**config.mk**
```make
export PLATFORM = sky130hd
export DESIGN_NAME = weighted_random_picker
export DESIGN_NICKNAME = d
export VERILOG_FILES = /design/src/wrp_pkg.sv /design/src/wrp_ram.sv /design/src/wrp_div.sv /design/src/wrp_ctrl.sv /design/src/wrp_dp.sv /design/src/weighted_random_picker.sv
export VERILOG_INCLUDE_DIRS = /design/src /design/src/src
export SDC_FILE = /design/constraint.sdc
export NUM_CORES = 2
export LEC_CHECK = 0
export BUFFER_PORTS_ARGS = -buffer_cell sky130_fd_sc_hd__buf_2
export CAP_MARGIN = 20
export CORE_ASPECT_RATIO = 0.6
export CORE_MARGIN = 1.5
export CORE_UTILIZATION = 50
export CTS_BUF_LIST = sky130_fd_sc_hd__clkbuf_4
export DETAILED_ROUTE_END_ITERATION = 8
export PLACE_DENSITY = 0.65
export SLEW_MARGIN = 20
export SYNTH_ARGS = -nofsm -noshare
export SYNTH_HDL_FRONTEND = slang
export SYNTH_SLANG_ARGS = --single-unit
```
**constraint.sdc**
```tcl
create_clock -name clk -period 11.5 [get_ports clk]
set_input_delay 3.45 -clock clk [delete_from_list [all_inputs] [get_ports clk]]
set_output_delay 3.45 -clock clk [all_outputs]
set_load 0.02 [all_outputs]
```
**src/assert_macros.svh**
```systemverilog
// ----------------------------------------------------------------------------
// Assertion macros
// Concurrent assertion wrappers used by the picker datapath; empty in synthesis.
// ----------------------------------------------------------------------------
`ifndef ASSERT_MACROS_SVH
`define ASSERT_MACROS_SVH
`ifndef SYNTHESIS
// same-cycle implication, disabled while reset is low
`define WRP_ASSERT_IMPL(lbl, clk, rst_n, ante, cons, msg) \
  lbl: assert property (@(posedge clk) disable iff (!rst_n) (ante) |-> (cons)) \
    else $error(msg);
// next-cycle implication, disabled while reset is low
`define WRP_ASSERT_NEXT(lbl, clk, rst_n, ante, cons, msg) \
  lbl: assert property (@(posedge clk) disable iff (!rst_n) (ante) |=> (cons)) \
    else $error(msg);
`else
`define WRP_ASSERT_IMPL(lbl, clk, rst_n, ante, cons, msg)
`define WRP_ASSERT_NEXT(lbl, clk, rst_n, ante, cons, msg)
`endif
`endif

```
**src/wrp_pkg.sv**
```systemverilog
// ----------------------------------------------------------------------------
// wrp_pkg
// Shared widths, codes and controller/datapath interface types.
// ----------------------------------------------------------------------------
package wrp_pkg;

  localparam int WEIGHT_W   = 24;
  localparam int TOTAL_W    = 32;
  localparam int RND_W      = 32;
  localparam int MODE_W     = 2;
  localparam int MCNT_W     = 7;
  localparam int OUT_IDX_W  = 6;
  localparam int STATUS_W   = 2;
  localparam int OUT_DATA_W = 8;
  localparam int CFG_ADDR_W = 1;
  localparam int CFG_DATA_W = 7;

  localparam logic [WEIGHT_W-1:0] BAL_INIT   = 24'd10000;
  localparam logic [WEIGHT_W-1:0] WEIGHT_ONE = 24'd1;
  localparam logic [WEIGHT_W-1:0] WEIGHT_MAX = 24'hFFFFFF;

  localparam logic [MODE_W-1:0] MODE_BALANCED  = 2'd0;
  localparam logic [MODE_W-1:0] MODE_RANDOM    = 2'd1;
  localparam logic [MODE_W-1:0] MODE_NO_REPEAT = 2'd2;

  localparam logic [STATUS_W-1:0] ST_PICKED    = 2'd0;
  localparam logic [STATUS_W-1:0] ST_ALL_DRAWN = 2'd1;
  localparam logic [STATUS_W-1:0] ST_RESET     = 2'd2;
  localparam logic [STATUS_W-1:0] ST_INIT      = 2'd3;

  localparam logic CMD_PICK = 1'b0;
  localparam logic CMD_INIT = 1'b1;

  localparam logic [CFG_ADDR_W-1:0] REG_PLAY_MODE    = 1'b0;
  localparam logic [CFG_ADDR_W-1:0] REG_MEMBER_COUNT = 1'b1;

  typedef logic [2:0] op_t;
  localparam op_t OP_NONE = 3'd0;
  localparam op_t OP_FILL = 3'd1;
  localparam op_t OP_SUM  = 3'd2;
  localparam op_t OP_WALK = 3'd3;
  localparam op_t OP_BAL  = 3'd4;
  localparam op_t OP_ZERO = 3'd5;

  typedef struct packed {
    logic clr;
    op_t  op;
    logic fill_one;
    logic div_start;
    logic div_sel;
  } dp_cmd_t;

  typedef struct packed {
    logic pass_done;
    logic total_zero;
    logic hit;
    logic div_busy;
  } dp_stat_t;

endpackage

```
**src/wrp_ram.sv**
```systemverilog
// ----------------------------------------------------------------------------
// wrp_ram
// Generic simple dual-port RAM: one write port, one registered read port.
// ----------------------------------------------------------------------------
module wrp_ram #(
  parameter int WIDTH = 24,
  parameter int DEPTH = 64
) (
  input  logic                     clk,
  input  logic                     we,
  input  logic [$clog2(DEPTH)-1:0] waddr,
  input  logic [WIDTH-1:0]         wdata,
  input  logic [$clog2(DEPTH)-1:0] raddr,
  output logic [WIDTH-1:0]         rdata
);

  logic [WIDTH-1:0] mem [DEPTH];
  logic [WIDTH-1:0] rdata_r;

  always_ff @(posedge clk) begin
    if (we) begin
      mem[waddr] <= wdata;
    end
    rdata_r <= mem[raddr];
  end

  assign rdata = rdata_r;

endmodule

```
**src/wrp_div.sv**
```systemverilog
// ----------------------------------------------------------------------------
// wrp_div
// Restoring divider, one quotient bit per cycle.
// ----------------------------------------------------------------------------
module wrp_div (
  input  logic                        clk,
  input  logic                        rst_n,
  input  logic                        start,
  input  logic [wrp_pkg::TOTAL_W-1:0] dividend,
  input  logic [wrp_pkg::TOTAL_W-1:0] divisor,
  output logic                        busy,
  output logic [wrp_pkg::TOTAL_W-1:0] quotient,
  output logic [wrp_pkg::TOTAL_W-1:0] remainder
);
  import wrp_pkg::*;

  localparam int CNT_W = $clog2(TOTAL_W + 1);

  logic             busy_r, busy_nxt;
  logic [CNT_W-1:0] cnt_r, cnt_nxt;
  logic [TOTAL_W-1:0] quo_r, quo_nxt;
  logic [TOTAL_W-1:0] rem_r, rem_nxt;
  logic [TOTAL_W-1:0] div_r, div_nxt;
  logic [TOTAL_W:0]   trial;
  logic [TOTAL_W:0]   diff;
  logic               fits;

  always_comb begin
    trial    = {rem_r, quo_r[TOTAL_W-1]};
    diff     = trial - {1'b0, div_r};
    fits     = (trial >= {1'b0, div_r});
    busy_nxt = busy_r;
    cnt_nxt  = cnt_r;
    quo_nxt  = quo_r;
    rem_nxt  = rem_r;
    div_nxt  = div_r;
    if (start) begin
      busy_nxt = 1'b1;
      cnt_nxt  = CNT_W'(TOTAL_W);
      quo_nxt  = dividend;
      rem_nxt  = '0;
      div_nxt  = divisor;
    end else if (busy_r) begin
      rem_nxt = fits ? diff[TOTAL_W-1:0] : trial[TOTAL_W-1:0];
      quo_nxt = {quo_r[TOTAL_W-2:0], fits};
      cnt_nxt = cnt_r - CNT_W'(1);
      if (cnt_r == CNT_W'(1)) begin
        busy_nxt = 1'b0;
      end
    end
  end

  always_ff @(posedge clk) begin
    if (!rst_n) begin
      busy_r <= 1'b0;
      cnt_r  <= '0;
    end else begin
      busy_r <= busy_nxt;
      cnt_r  <= cnt_nxt;
    end
  end

  always_ff @(posedge clk) begin
    quo_r <= quo_nxt;
    rem_r <= rem_nxt;
    div_r <= div_nxt;
  end

  assign busy      = busy_r;
  assign quotient  = quo_r;
  assign remainder = rem_r;

endmodule

```
**src/wrp_ctrl.sv**
```systemverilog
// ----------------------------------------------------------------------------
// wrp_ctrl
// Sequencer for clear, init, sum, draw, walk, weight update and zero passes.
// ----------------------------------------------------------------------------
module wrp_ctrl (
  input  logic                         clk,
  input  logic                         rst_n,
  input  logic                         in_accept,
  input  logic                         in_cmd,
  input  logic [wrp_pkg::MODE_W-1:0]   play_mode,
  input  logic                         out_free,
  input  wrp_pkg::dp_stat_t            dp_stat,
  output wrp_pkg::dp_cmd_t             dp_cmd,
  output logic                         in_ready,
  output logic                         res_load,
  output logic [wrp_pkg::STATUS_W-1:0] res_status
);
  import wrp_pkg::*;

  localparam logic [3:0] S_CLEAR = 4'd0;
  localparam logic [3:0] S_IDLE  = 4'd1;
  localparam logic [3:0] S_FILL  = 4'd2;
  localparam logic [3:0] S_SUM   = 4'd3;
  localparam logic [3:0] S_DIV_R = 4'd4;
  localparam logic [3:0] S_WALK  = 4'd5;
  localparam logic [3:0] S_DIV_S = 4'd6;
  localparam logic [3:0] S_BAL   = 4'd7;
  localparam logic [3:0] S_ZERO  = 4'd8;
  localparam logic [3:0] S_DONE  = 4'd9;

  logic [3:0]          st_r, st_nxt;
  logic [STATUS_W-1:0] code_r, code_nxt;

  always_comb begin
    st_nxt   = st_r;
    code_nxt = code_r;
    dp_cmd   = '0;
    in_ready = 1'b0;
    res_load = 1'b0;
    case (st_r)
      S_CLEAR: begin
        dp_cmd.op = OP_FILL;
        if (dp_stat.pass_done) begin
          st_nxt = S_IDLE;
        end
      end
      S_IDLE: begin
        in_ready = 1'b1;
        if (in_accept) begin
          dp_cmd.clr = 1'b1;
          if (in_cmd == CMD_INIT) begin
            code_nxt = ST_INIT;
            st_nxt   = S_FILL;
          end else begin
            st_nxt = S_SUM;
          end
        end
      end
      S_FILL: begin
        dp_cmd.op       = OP_FILL;
        dp_cmd.fill_one = (play_mode != MODE_BALANCED);
        if (dp_stat.pass_done) begin
          st_nxt = S_DONE;
        end
      end
      S_SUM: begin
        dp_cmd.op = OP_SUM;
        if (dp_stat.pass_done) begin
          if (dp_stat.total_zero) begin
            if (play_mode == MODE_NO_REPEAT) begin
              code_nxt = ST_ALL_DRAWN;
              st_nxt   = S_DONE;
            end else begin
              code_nxt   = ST_RESET;
              dp_cmd.clr = 1'b1;
              st_nxt     = S_FILL;
            end
          end else begin
            dp_cmd.div_start = 1'b1;
            dp_cmd.clr       = 1'b1;
            st_nxt           = S_DIV_R;
          end
        end
      end
      S_DIV_R: begin
        if (!dp_stat.div_busy) begin
          st_nxt = S_WALK;
        end
      end
      S_WALK: begin
        dp_cmd.op = OP_WALK;
        if (dp_stat.hit) begin
          code_nxt = ST_PICKED;
          case (play_mode)
            MODE_BALANCED: begin
              dp_cmd.div_start = 1'b1;
              dp_cmd.div_sel   = 1'b1;
              dp_cmd.clr       = 1'b1;
              st_nxt           = S_DIV_S;
            end
            MODE_NO_REPEAT: st_nxt = S_ZERO;
            default:        st_nxt = S_DONE;
          endcase
        end
      end
      S_DIV_S: begin
        if (!dp_stat.div_busy) begin
          st_nxt = S_BAL;
        end
      end
      S_BAL: begin
        dp_cmd.op = OP_BAL;
        if (dp_stat.pass_done) begin
          st_nxt = S_DONE;
        end
      end
      S_ZERO: begin
        dp_cmd.op = OP_ZERO;
        st_nxt    = S_DONE;
      end
      S_DONE: begin
        if (out_free) begin
          res_load = 1'b1;
          st_nxt   = S_IDLE;
        end
      end
      default: st_nxt = S_IDLE;
    endcase
  end

  always_ff @(posedge clk) begin
    if (!rst_n) begin
      st_r   <= S_CLEAR;
      code_r <= ST_PICKED;
    end else begin
      st_r   <= st_nxt;
      code_r <= code_nxt;
    end
  end

  assign res_status = code_r;

endmodule

```
**src/wrp_dp.sv**
```systemverilog
// ----------------------------------------------------------------------------
// wrp_dp
// Weight store, pass counter, accumulator, walk compare, update adder and divider.
// ----------------------------------------------------------------------------
`include "assert_macros.svh"

module wrp_dp #(
  parameter int MAX_MEMBERS = 64
) (
  input  logic                         clk,
  input  logic                         rst_n,
  input  wrp_pkg::dp_cmd_t             cmd,
  output wrp_pkg::dp_stat_t            stat,
  input  logic                         in_load,
  input  logic [wrp_pkg::RND_W-1:0]    in_rnd,
  input  logic [wrp_pkg::MCNT_W-1:0]   member_count,
  output logic [$clog2(MAX_MEMBERS)-1:0] pick_idx
);
  import wrp_pkg::*;

  localparam int IDX_W = $clog2(MAX_MEMBERS);
  localparam int CNT_W = $clog2(MAX_MEMBERS + 1);

  logic [CNT_W-1:0]    n_w;
  logic [CNT_W-1:0]    limit;
  logic                at_limit;
  logic                issuing;
  logic [CNT_W-1:0]    idx_r, idx_nxt;
  logic                vld_r, vld_nxt;
  logic                hit_r, hit_nxt;
  logic [IDX_W-1:0]    pidx_r;
  logic [TOTAL_W-1:0]  acc_r, acc_nxt;
  logic [IDX_W-1:0]    pick_r, pick_nxt;
  logic [WEIGHT_W-1:0] wpick_r, wpick_nxt;
  logic [WEIGHT_W-1:0] sr_r;
  logic [RND_W-1:0]    rnd_r;
  logic [TOTAL_W-1:0]  run;

  logic                ram_we;
  logic [IDX_W-1:0]    ram_waddr;
  logic [WEIGHT_W-1:0] ram_wdata;
  logic [WEIGHT_W-1:0] ram_rdata;

  logic [TOTAL_W-1:0]  div_dividend;
  logic [TOTAL_W-1:0]  div_divisor;
  logic                div_busy;
  logic [TOTAL_W-1:0]  div_quo;
  logic [TOTAL_W-1:0]  div_rem;

  logic                is_chosen;
  logic [WEIGHT_W:0]   upd_base;
  logic [WEIGHT_W:0]   upd_add;
  logic [WEIGHT_W:0]   upd_sum;

  // members in use, clamped to 1..MAX_MEMBERS
  always_comb begin
    if (member_count == '0) begin
      n_w = CNT_W'(1);
    end else if (32'(member_count) > MAX_MEMBERS) begin
      n_w = CNT_W'(MAX_MEMBERS);
    end else begin
      n_w = CNT_W'(member_count);
    end
  end

  assign limit    = (cmd.op == OP_FILL) ? CNT_W'(MAX_MEMBERS) : n_w;
  assign at_limit = (idx_r == limit);
  assign issuing  = ((cmd.op == OP_SUM) || (cmd.op == OP_BAL) ||
                     ((cmd.op == OP_WALK) && !hit_r)) && !at_limit;
  assign run      = acc_r + TOTAL_W'(ram_rdata);

  always_comb begin
    idx_nxt   = idx_r;
    vld_nxt   = issuing;
    hit_nxt   = hit_r;
    acc_nxt   = acc_r;
    pick_nxt  = pick_r;
    wpick_nxt = wpick_r;
    if (cmd.clr) begin
      idx_nxt = '0;
      vld_nxt = 1'b0;
      hit_nxt = 1'b0;
      acc_nxt = '0;
    end else begin
      if (issuing || ((cmd.op == OP_FILL) && !at_limit)) begin
        idx_nxt = idx_r + CNT_W'(1);
      end
      if (vld_r && (cmd.op == OP_SUM)) begin
        acc_nxt = run;
      end
      if (vld_r && (cmd.op == OP_WALK) && !hit_r) begin
        acc_nxt = run;
        // r = random mod total + 1, so run >= r is run > remainder
        if (run > div_rem) begin
          hit_nxt   = 1'b1;
          pick_nxt  = pidx_r;
          wpick_nxt = ram_rdata;
        end
      end
    end
  end

  always_ff @(posedge clk) begin
    if (!rst_n) begin
      idx_r <= '0;
      vld_r <= 1'b0;
      hit_r <= 1'b0;
    end else begin
      idx_r <= idx_nxt;
      vld_r <= vld_nxt;
      hit_r <= hit_nxt;
    end
  end

  always_ff @(posedge clk) begin
    pidx_r  <= idx_r[IDX_W-1:0];
    acc_r   <= acc_nxt;
    pick_r  <= pick_nxt;
    wpick_r <= wpick_nxt;
    sr_r    <= div_quo[WEIGHT_W-1:0] + div_rem[WEIGHT_W-1:0];
    if (in_load) begin
      rnd_r <= in_rnd;
    end
  end

  // balanced update: chosen becomes 1 + share + rest, others gain share
  assign is_chosen = (pidx_r == pick_r);
  assign upd_base  = is_chosen ? (WEIGHT_W+1)'(WEIGHT_ONE) : {1'b0, ram_rdata};
  assign upd_add   = is_chosen ? {1'b0, sr_r} : {1'b0, div_quo[WEIGHT_W-1:0]};
  assign upd_sum   = upd_base + upd_add;

  always_comb begin
    ram_we    = 1'b0;
    ram_waddr = idx_r[IDX_W-1:0];
    ram_wdata = cmd.fill_one ? WEIGHT_ONE : BAL_INIT;
    case (cmd.op)
      OP_FILL: ram_we = !at_limit;
      OP_BAL: begin
        ram_we    = vld_r;
        ram_waddr = pidx_r;
        ram_wdata = upd_sum[WEIGHT_W] ? WEIGHT_MAX : upd_sum[WEIGHT_W-1:0];
      end
      OP_ZERO: begin
        ram_we    = 1'b1;
        ram_waddr = pick_r;
        ram_wdata = '0;
      end
      default: ram_we = 1'b0;
    endcase
  end

  wrp_ram #(
    .WIDTH (WEIGHT_W),
    .DEPTH (MAX_MEMBERS)
  ) u_ram (
    .clk   (clk),
    .we    (ram_we),
    .waddr (ram_waddr),
    .wdata (ram_wdata),
    .raddr (idx_r[IDX_W-1:0]),
    .rdata (ram_rdata)
  );

  assign div_dividend = cmd.div_sel ? (TOTAL_W'(wpick_r) - TOTAL_W'(1)) : rnd_r;
  assign div_divisor  = cmd.div_sel ? TOTAL_W'(n_w) : acc_r;

  wrp_div u_div (
    .clk       (clk),
    .rst_n     (rst_n),
    .start     (cmd.div_start),
    .dividend  (div_dividend),
    .divisor   (div_divisor),
    .busy      (div_busy),
    .quotient  (div_quo),
    .remainder (div_rem)
  );

  assign stat.pass_done  = at_limit && !vld_r;
  assign stat.total_zero = (acc_r == '0);
  assign stat.hit        = hit_r;
  assign stat.div_busy   = div_busy;
  assign pick_idx        = pick_r;

  `WRP_ASSERT_IMPL(a_div_start_idle, clk, rst_n, cmd.div_start, !div_busy, "divider restarted while busy")
  `WRP_ASSERT_IMPL(a_pick_in_range, clk, rst_n, (cmd.op == OP_WALK) && hit_r, CNT_W'(pick_r) < n_w, "picked index beyond members in use")
  `WRP_ASSERT_IMPL(a_write_in_range, clk, rst_n, ram_we, CNT_W'(ram_waddr) < limit, "weight write outside pass range")
  `WRP_ASSERT_NEXT(a_sum_no_wrap, clk, rst_n, (cmd.op == OP_SUM) && vld_r && !cmd.clr, acc_r >= $past(acc_r), "weight total wrapped")

endmodule

```
**src/weighted_random_picker.sv**
```systemverilog
// ----------------------------------------------------------------------------
// weighted_random_picker
// Roulette-wheel selection over a table of per-member weights.
// ----------------------------------------------------------------------------
//  channel | direction | contents
//  in_     | slave     | tdata = random_value[31:0], tuser = cmd
//  out_    | master    | tdata = chosen_index[5:0] + 2 zero bits, tuser = status
//  cfg_    | write     | addr 0 play_mode, addr 1 member_count
//
//  A pick makes up to three passes over the n weight RAM entries in use (sum,
//  walk, balanced update), plus two divider runs (draw modulo and share
//  split).
//  An init command fills all MAX_MEMBERS entries; an empty-total reset runs
//  the sum pass first and then the same fill.
//  After reset a clearing pass writes 10000 into every entry; in_tready
//  stays low until it ends, configuration writes are taken.
//  A finished result waits in the output register while the next transaction
//  is accepted; a stalled output holds the following result in the sequencer.
// ----------------------------------------------------------------------------
module weighted_random_picker #(
  parameter int MAX_MEMBERS = 64
) (
  input  logic                           clk,
  input  logic                           rst_n,
  // input channel
  input  logic                           in_tvalid,
  output logic                           in_tready,
  input  logic [wrp_pkg::RND_W-1:0]      in_tdata,   // [31:0] random_value
  input  logic [0:0]                     in_tuser,   // [0] cmd
  // result channel
  output logic                           out_tvalid,
  input  logic                           out_tready,
  output logic [wrp_pkg::OUT_DATA_W-1:0] out_tdata,  // [5:0] chosen_index, [7:6] zero
  output logic [wrp_pkg::STATUS_W-1:0]   out_tuser,  // [1:0] status
  // configuration
  input  logic                           cfg_we,
  input  logic [wrp_pkg::CFG_ADDR_W-1:0] cfg_addr,
  input  logic [wrp_pkg::CFG_DATA_W-1:0] cfg_wdata
);
  import wrp_pkg::*;

  localparam int IDX_W = $clog2(MAX_MEMBERS);

  logic [MODE_W-1:0]    play_mode_r, play_mode_nxt;
  logic [MCNT_W-1:0]    member_count_r, member_count_nxt;
  logic                 out_valid_r, out_valid_nxt;
  logic [OUT_IDX_W-1:0] out_idx_r;
  logic [STATUS_W-1:0]  out_status_r;

  dp_cmd_t              dp_cmd;
  dp_stat_t             dp_stat;
  logic                 in_ready;
  logic                 in_accept;
  logic                 out_free;
  logic                 res_load;
  logic [STATUS_W-1:0]  res_status;
  logic [IDX_W-1:0]     pick_idx;
  logic [IDX_W+OUT_IDX_W-1:0] pick_ext;

  assign in_accept = in_tvalid && in_ready;
  assign in_tready = in_ready;
  // output slot frees up when empty or being drained this cycle
  assign out_free  = !out_valid_r || out_tready;

  // configuration registers
  always_comb begin
    play_mode_nxt    = play_mode_r;
    member_count_nxt = member_count_r;
    if (cfg_we) begin
      case (cfg_addr)
        REG_PLAY_MODE:    play_mode_nxt    = cfg_wdata[MODE_W-1:0];
        REG_MEMBER_COUNT: member_count_nxt = cfg_wdata[MCNT_W-1:0];
        default:          play_mode_nxt    = play_mode_r;
      endcase
    end
  end

  // hold result until the downstream side takes it
  always_comb begin
    out_valid_nxt = out_valid_r;
    if (res_load) begin
      out_valid_nxt = 1'b1;
    end else if (out_tready) begin
      out_valid_nxt = 1'b0;
    end
  end

  always_ff @(posedge clk) begin
    if (!rst_n) begin
      play_mode_r    <= MODE_BALANCED;
      member_count_r <= MCNT_W'(64);
      out_valid_r    <= 1'b0;
    end else begin
      play_mode_r    <= play_mode_nxt;
      member_count_r <= member_count_nxt;
      out_valid_r    <= out_valid_nxt;
    end
  end

  // chosen index is masked to 6 bits and zero unless a member was picked
  assign pick_ext = {{OUT_IDX_W{1'b0}}, pick_idx};

  always_ff @(posedge clk) begin
    if (res_load) begin
      out_status_r <= res_status;
      out_idx_r    <= (res_status == ST_PICKED) ? pick_ext[OUT_IDX_W-1:0] : '0;
    end
  end

  wrp_ctrl u_ctrl (
    .clk        (clk),
    .rst_n      (rst_n),
    .in_accept  (in_accept),
    .in_cmd     (in_tuser[0]),
    .play_mode  (play_mode_r),
    .out_free   (out_free),
    .dp_stat    (dp_stat),
    .dp_cmd     (dp_cmd),
    .in_ready   (in_ready),
    .res_load   (res_load),
    .res_status (res_status)
  );

  wrp_dp #(
    .MAX_MEMBERS (MAX_MEMBERS)
  ) u_dp (
    .clk          (clk),
    .rst_n        (rst_n),
    .cmd          (dp_cmd),
    .stat         (dp_stat),
    .in_load      (in_accept),
    .in_rnd       (in_tdata),
    .member_count (member_count_r),
    .pick_idx     (pick_idx)
  );

  assign out_tvalid = out_valid_r;
  assign out_tdata  = {(OUT_DATA_W-OUT_IDX_W)'(0), out_idx_r};
  assign out_tuser  = out_status_r;

endmodule

```
==> results.ini <==
[status]
status = finished, final reports clean

[placed_design]
dp.cells = 6258
gp_congestion = 0.966
port-buffer-count = 55
dp_hpwl_mm = 131

[finish]
layout_common_cells = 1,670 x edfxtp_1, 619 x clkbuf_4, 504 x mux4_2
multiInputGateArea_um2 = 22400
final_common_cell = edfxtp_1
fin_nets = 4837
layout-drive-gt1-share = 0.292
final_cell_count_no_fill = 6972
final.fill_count = 11600
area.growth.synth_to_final_pct = 11.8
fin_util = 0.564
regArea_um2 = 53200

[die]
coreArea_um2 = 150000
die_area_um2 = 154000
chipWidth_um = 506
die_h_um = 305
ios = 58
initial_core_util = 0.505
rows = 110

[yosys]
synthAdderAreaFrac = 0.0239
synth_mux_area_frac = 0.152
synth_warnings = 0
synth_edf_count = 1670
synth_top_family_by_area = multiplexers
synth_flop_cell = edfxtp_1
synth_cell_type_count = 81
synthSimpleGateAreaFrac = 0.0479
synthCells = 4257
synth-compound-area-share = 0.0456
seq_area_frac_synth = 0.700
syn_avg_cell_area_um2 = 17.8
synth_xor_area_frac = 0.0152
ys_seq_elements = 1820
async_flop_share = 0
netlist_area_um2 = 76000

[drt]
drt_iter0_markers = 6933
routed_wl_mm = 219
vias = 44200
ant_nets = 0
first_pass_iters = 8
vias_per_cell = 6.34
drc = 0
wl_per_cell_um = 31.3

[clock_network]
insertion_delay_ns = 1.20
cts_resized = 0
clockRootBuffer = clkbuf_4
cts_hold_buf = 0
clockBufferDepth = 4
cts_setup_buffers = 0
ctsHtreeMaxLevel = 5
cts_tree = built
clock_sinks = 1820
cts_buffers = 404
clk_pin_slew_ns = 0.08

[global_route]
grt_first_pass_wirelength_mm = 310
antenna_found_initial = 22
grt_pass1_vias = 42100
grt_max_degree = 133
gr-total-overflow = 0
grtUsageTotal = 0.283

[pwr]
p_leak_nw = 30.1
pwr-share-comb = 0.062
p_clk_frac = 0.384
p_int_mw = 9.99
p_per_area_nw_per_um2 = 153
power.net_switching_mw = 3.04
seqPwrFrac = 0.554
peakVddDrop_uv = 112
switching_share = 0.233

[worst_setup_path]
cpPeakStageDelay_ns = 0.90
cp.required_ns = 12.39
critPathBufInv = 3
worstSetupStartpoint = u_dp.pick_idx[2]$_DFFE_PP_
r2r-start = u_dp.pick_idx[2]$_DFFE_PP_
cp-start-kind = flip-flop
worst-path-max-fanout = 33
cpMostUsedCell = a21oi_1
critical-path-top-delay-family = compound AO/OA/AOI/OAI gates
cp_num_cells = 19
crit_chain = xor2_1, nor4_1, and3_1, nand2_1, nand2_1, ha_1, inv_1, fa_1, nor2b_1, o21ai_0, a21oi_1, o21ai_0, a21oi_1, a21oi_1, o31ai_1, a31oi_4, buf_4, a21oi_4, buf_4
crit_type = flip-flop to flip-flop
slowest_stage = and3_1
ff2ff_path_depth = 19
crit_path_end_kind = flip-flop
critical_path.endpoint = u_dp.u_ram.mem[45][21]$_DFFE_PP_
r2r_slack_ns = 4.53
r2r-end = u_dp.u_ram.mem[45][21]$_DFFE_PP_
cp.arrival_ns = 7.85

[sta]
slew-limit-headroom = 0.185
rsz0062_at_grt = no
fin_tns_setup_ns = 0
fin_crit_sh = 0.606
finalHoldViolCount = 0
tightest_slew_ns = 1.21
fmax_ghz = 0.144
setup_violations = 0
maxSlewViolCount = 0
period_needed_ns = 6.97
finalClockSkew_ns = 0.110

[run]
maxCapViolCount = 0

[worst_hold_path]
min_path_type = flip-flop to flip-flop

metrics by stage:
| stage | setup WS [ns] | hold slack (ns) | cell area, µm² | power [mW] |
|---|---|---|---|---|
| 2_1_floorplan | 4.61 | 0.363 | 76000 | 7.85 |
| 3_3_place_gp | 4.54 | 0.459 | 79800 | 8.16 |
| 3_5_place_dp | 4.79 | 0.462 | 79800 | 8.17 |
| 4_1_cts | 4.62 | 0.396 | 84900 | 13.1 |
| 5_1_grt | 4.10 | 0.439 | 84900 | 13.5 |
| 6_report | 4.53 | 0.433 | 84900 | 13.0 |
Yosys cell counts, types with 63 or more instances:
library cell / n / share of area
inv_1: 107 / 0.0053
dfxtp_1: 150 / 0.040
edfxtp_1: 1670 / 0.66
nand3_1: 65 / 0.0043
ha_1: 139 / 0.023
a21oi_1: 220 / 0.014
mux4_2: 504 / 0.15
and2_1: 63 / 0.0052
nand2_1: 260 / 0.013
xnor2_1: 77 / 0.0089
o21ai_0: 116 / 0.0076
nor2_1: 189 / 0.0093
clkbuf_1: 149 / 0.0074
registers in the layout, summed over array words and instances, names as in the netlist:
signal and flops:
u_dp.u_ram.rdata 24, u_ctrl.st_r 4, u_dp.u_div.quotient 32, out_idx_r 6
u_dp.acc_r 32, u_dp.u_div.remainder 32, u_ctrl.res_status 2, u_dp.u_div.div_r 32
u_dp.pidx_r 6, u_dp.rnd_r 32, u_dp.idx_r 7, u_dp.sr_r 24
out_tvalid 1, u_dp.u_div.cnt_r 6, out_tuser 2, u_dp.wpick_r 24
u_dp.vld_r 1, play_mode_r 2, u_dp.pick_idx 6, u_dp.hit_r 1
u_dp.u_div.busy 1, member_count_r 7, u_dp.u_ram.mem 1536
how the worst min path moves through the flow:
stage                                 end  slack, ns                        start  cells past startpoint
2_1_floorplan      u_dp.pidx_r[5]$_DFF_P_       0.36   u_dp.idx_r[5]$_SDFFE_PP0P_                      0
3_3_place_gp   u_dp.pick_idx[2]$_DFFE_PP_       0.46       u_dp.pidx_r[2]$_DFF_P_                      0
3_5_place_dp   u_dp.pick_idx[2]$_DFFE_PP_       0.46       u_dp.pidx_r[2]$_DFF_P_                      0
5_1_grt         u_dp.wpick_r[2]$_DFFE_PP_       0.44  u_dp.u_ram.rdata[2]$_DFF_P_                      0
6_report        u_dp.wpick_r[2]$_DFFE_PP_       0.43  u_dp.u_ram.rdata[2]$_DFF_P_                      0
4_1_cts         u_dp.wpick_r[2]$_DFFE_PP_       0.40  u_dp.u_ram.rdata[2]$_DFF_P_                      0
worst reg2reg max path, cell delays in order (launching register included):
cell and delay, ns:
edfxtp_1 0.43, xor2_1 0.19, nor4_1 0.44, and3_1 0.90
nand2_1 0.14, nand2_1 0.09, ha_1 0.20, inv_1 0.08
fa_1 0.47, nor2b_1 0.12, o21ai_0 0.14, a21oi_1 0.36
o21ai_0 0.22, a21oi_1 0.26, a21oi_1 0.11, o31ai_1 0.79
a31oi_4 0.13, buf_4 0.35, a21oi_4 0.73, buf_4 0.46
power by group through the flow:
stage | clock network, mW | registers, mW | logic [mW]
after CTS | 5.10 | 7.22 | 0.804
after global routing | 5.42 | 7.22 | 0.856
final | 5.00 | 7.22 | 0.810
after floorplan | 0 | 7.32 | 0.531
after global placement | 0 | 7.37 | 0.797
after detailed placement | 0 | 7.37 | 0.799
area by class of cell:
class,count,area share
Sequential cell,1820,0.626
Multi-Input combinational cell,2132,0.264
Clock buffer,619,0.0547
Tap cell,2016,0.0297
Timing Repair Buffer,183,0.0154
Inverter,107,0.00473
Clock inverter,80,0.00466
Antenna cell,15,0.000442
cells by family (layout without fill, tap and decap cells):
kind of cell             after synthesis  in the layout
AO/OA/AOI/OAI                        563            563
XOR/XNOR                             132            132
adder cells (fa/ha/maj)              143            143
buffers and inverters                306            989
flip-flops                          1820           1820
multiplexers                         522            522
other                                  1             17
AND/OR/NAND/NOR                      770            770
metal layers:
metal	global-route usage	wire [µm]
met1	0.466	97100
met2	0.354	85200
met3	0.100	32600
met4	0.0586	3390
met5	0.0108	240
No activity file was read; power rests on OpenSTA's default activity.
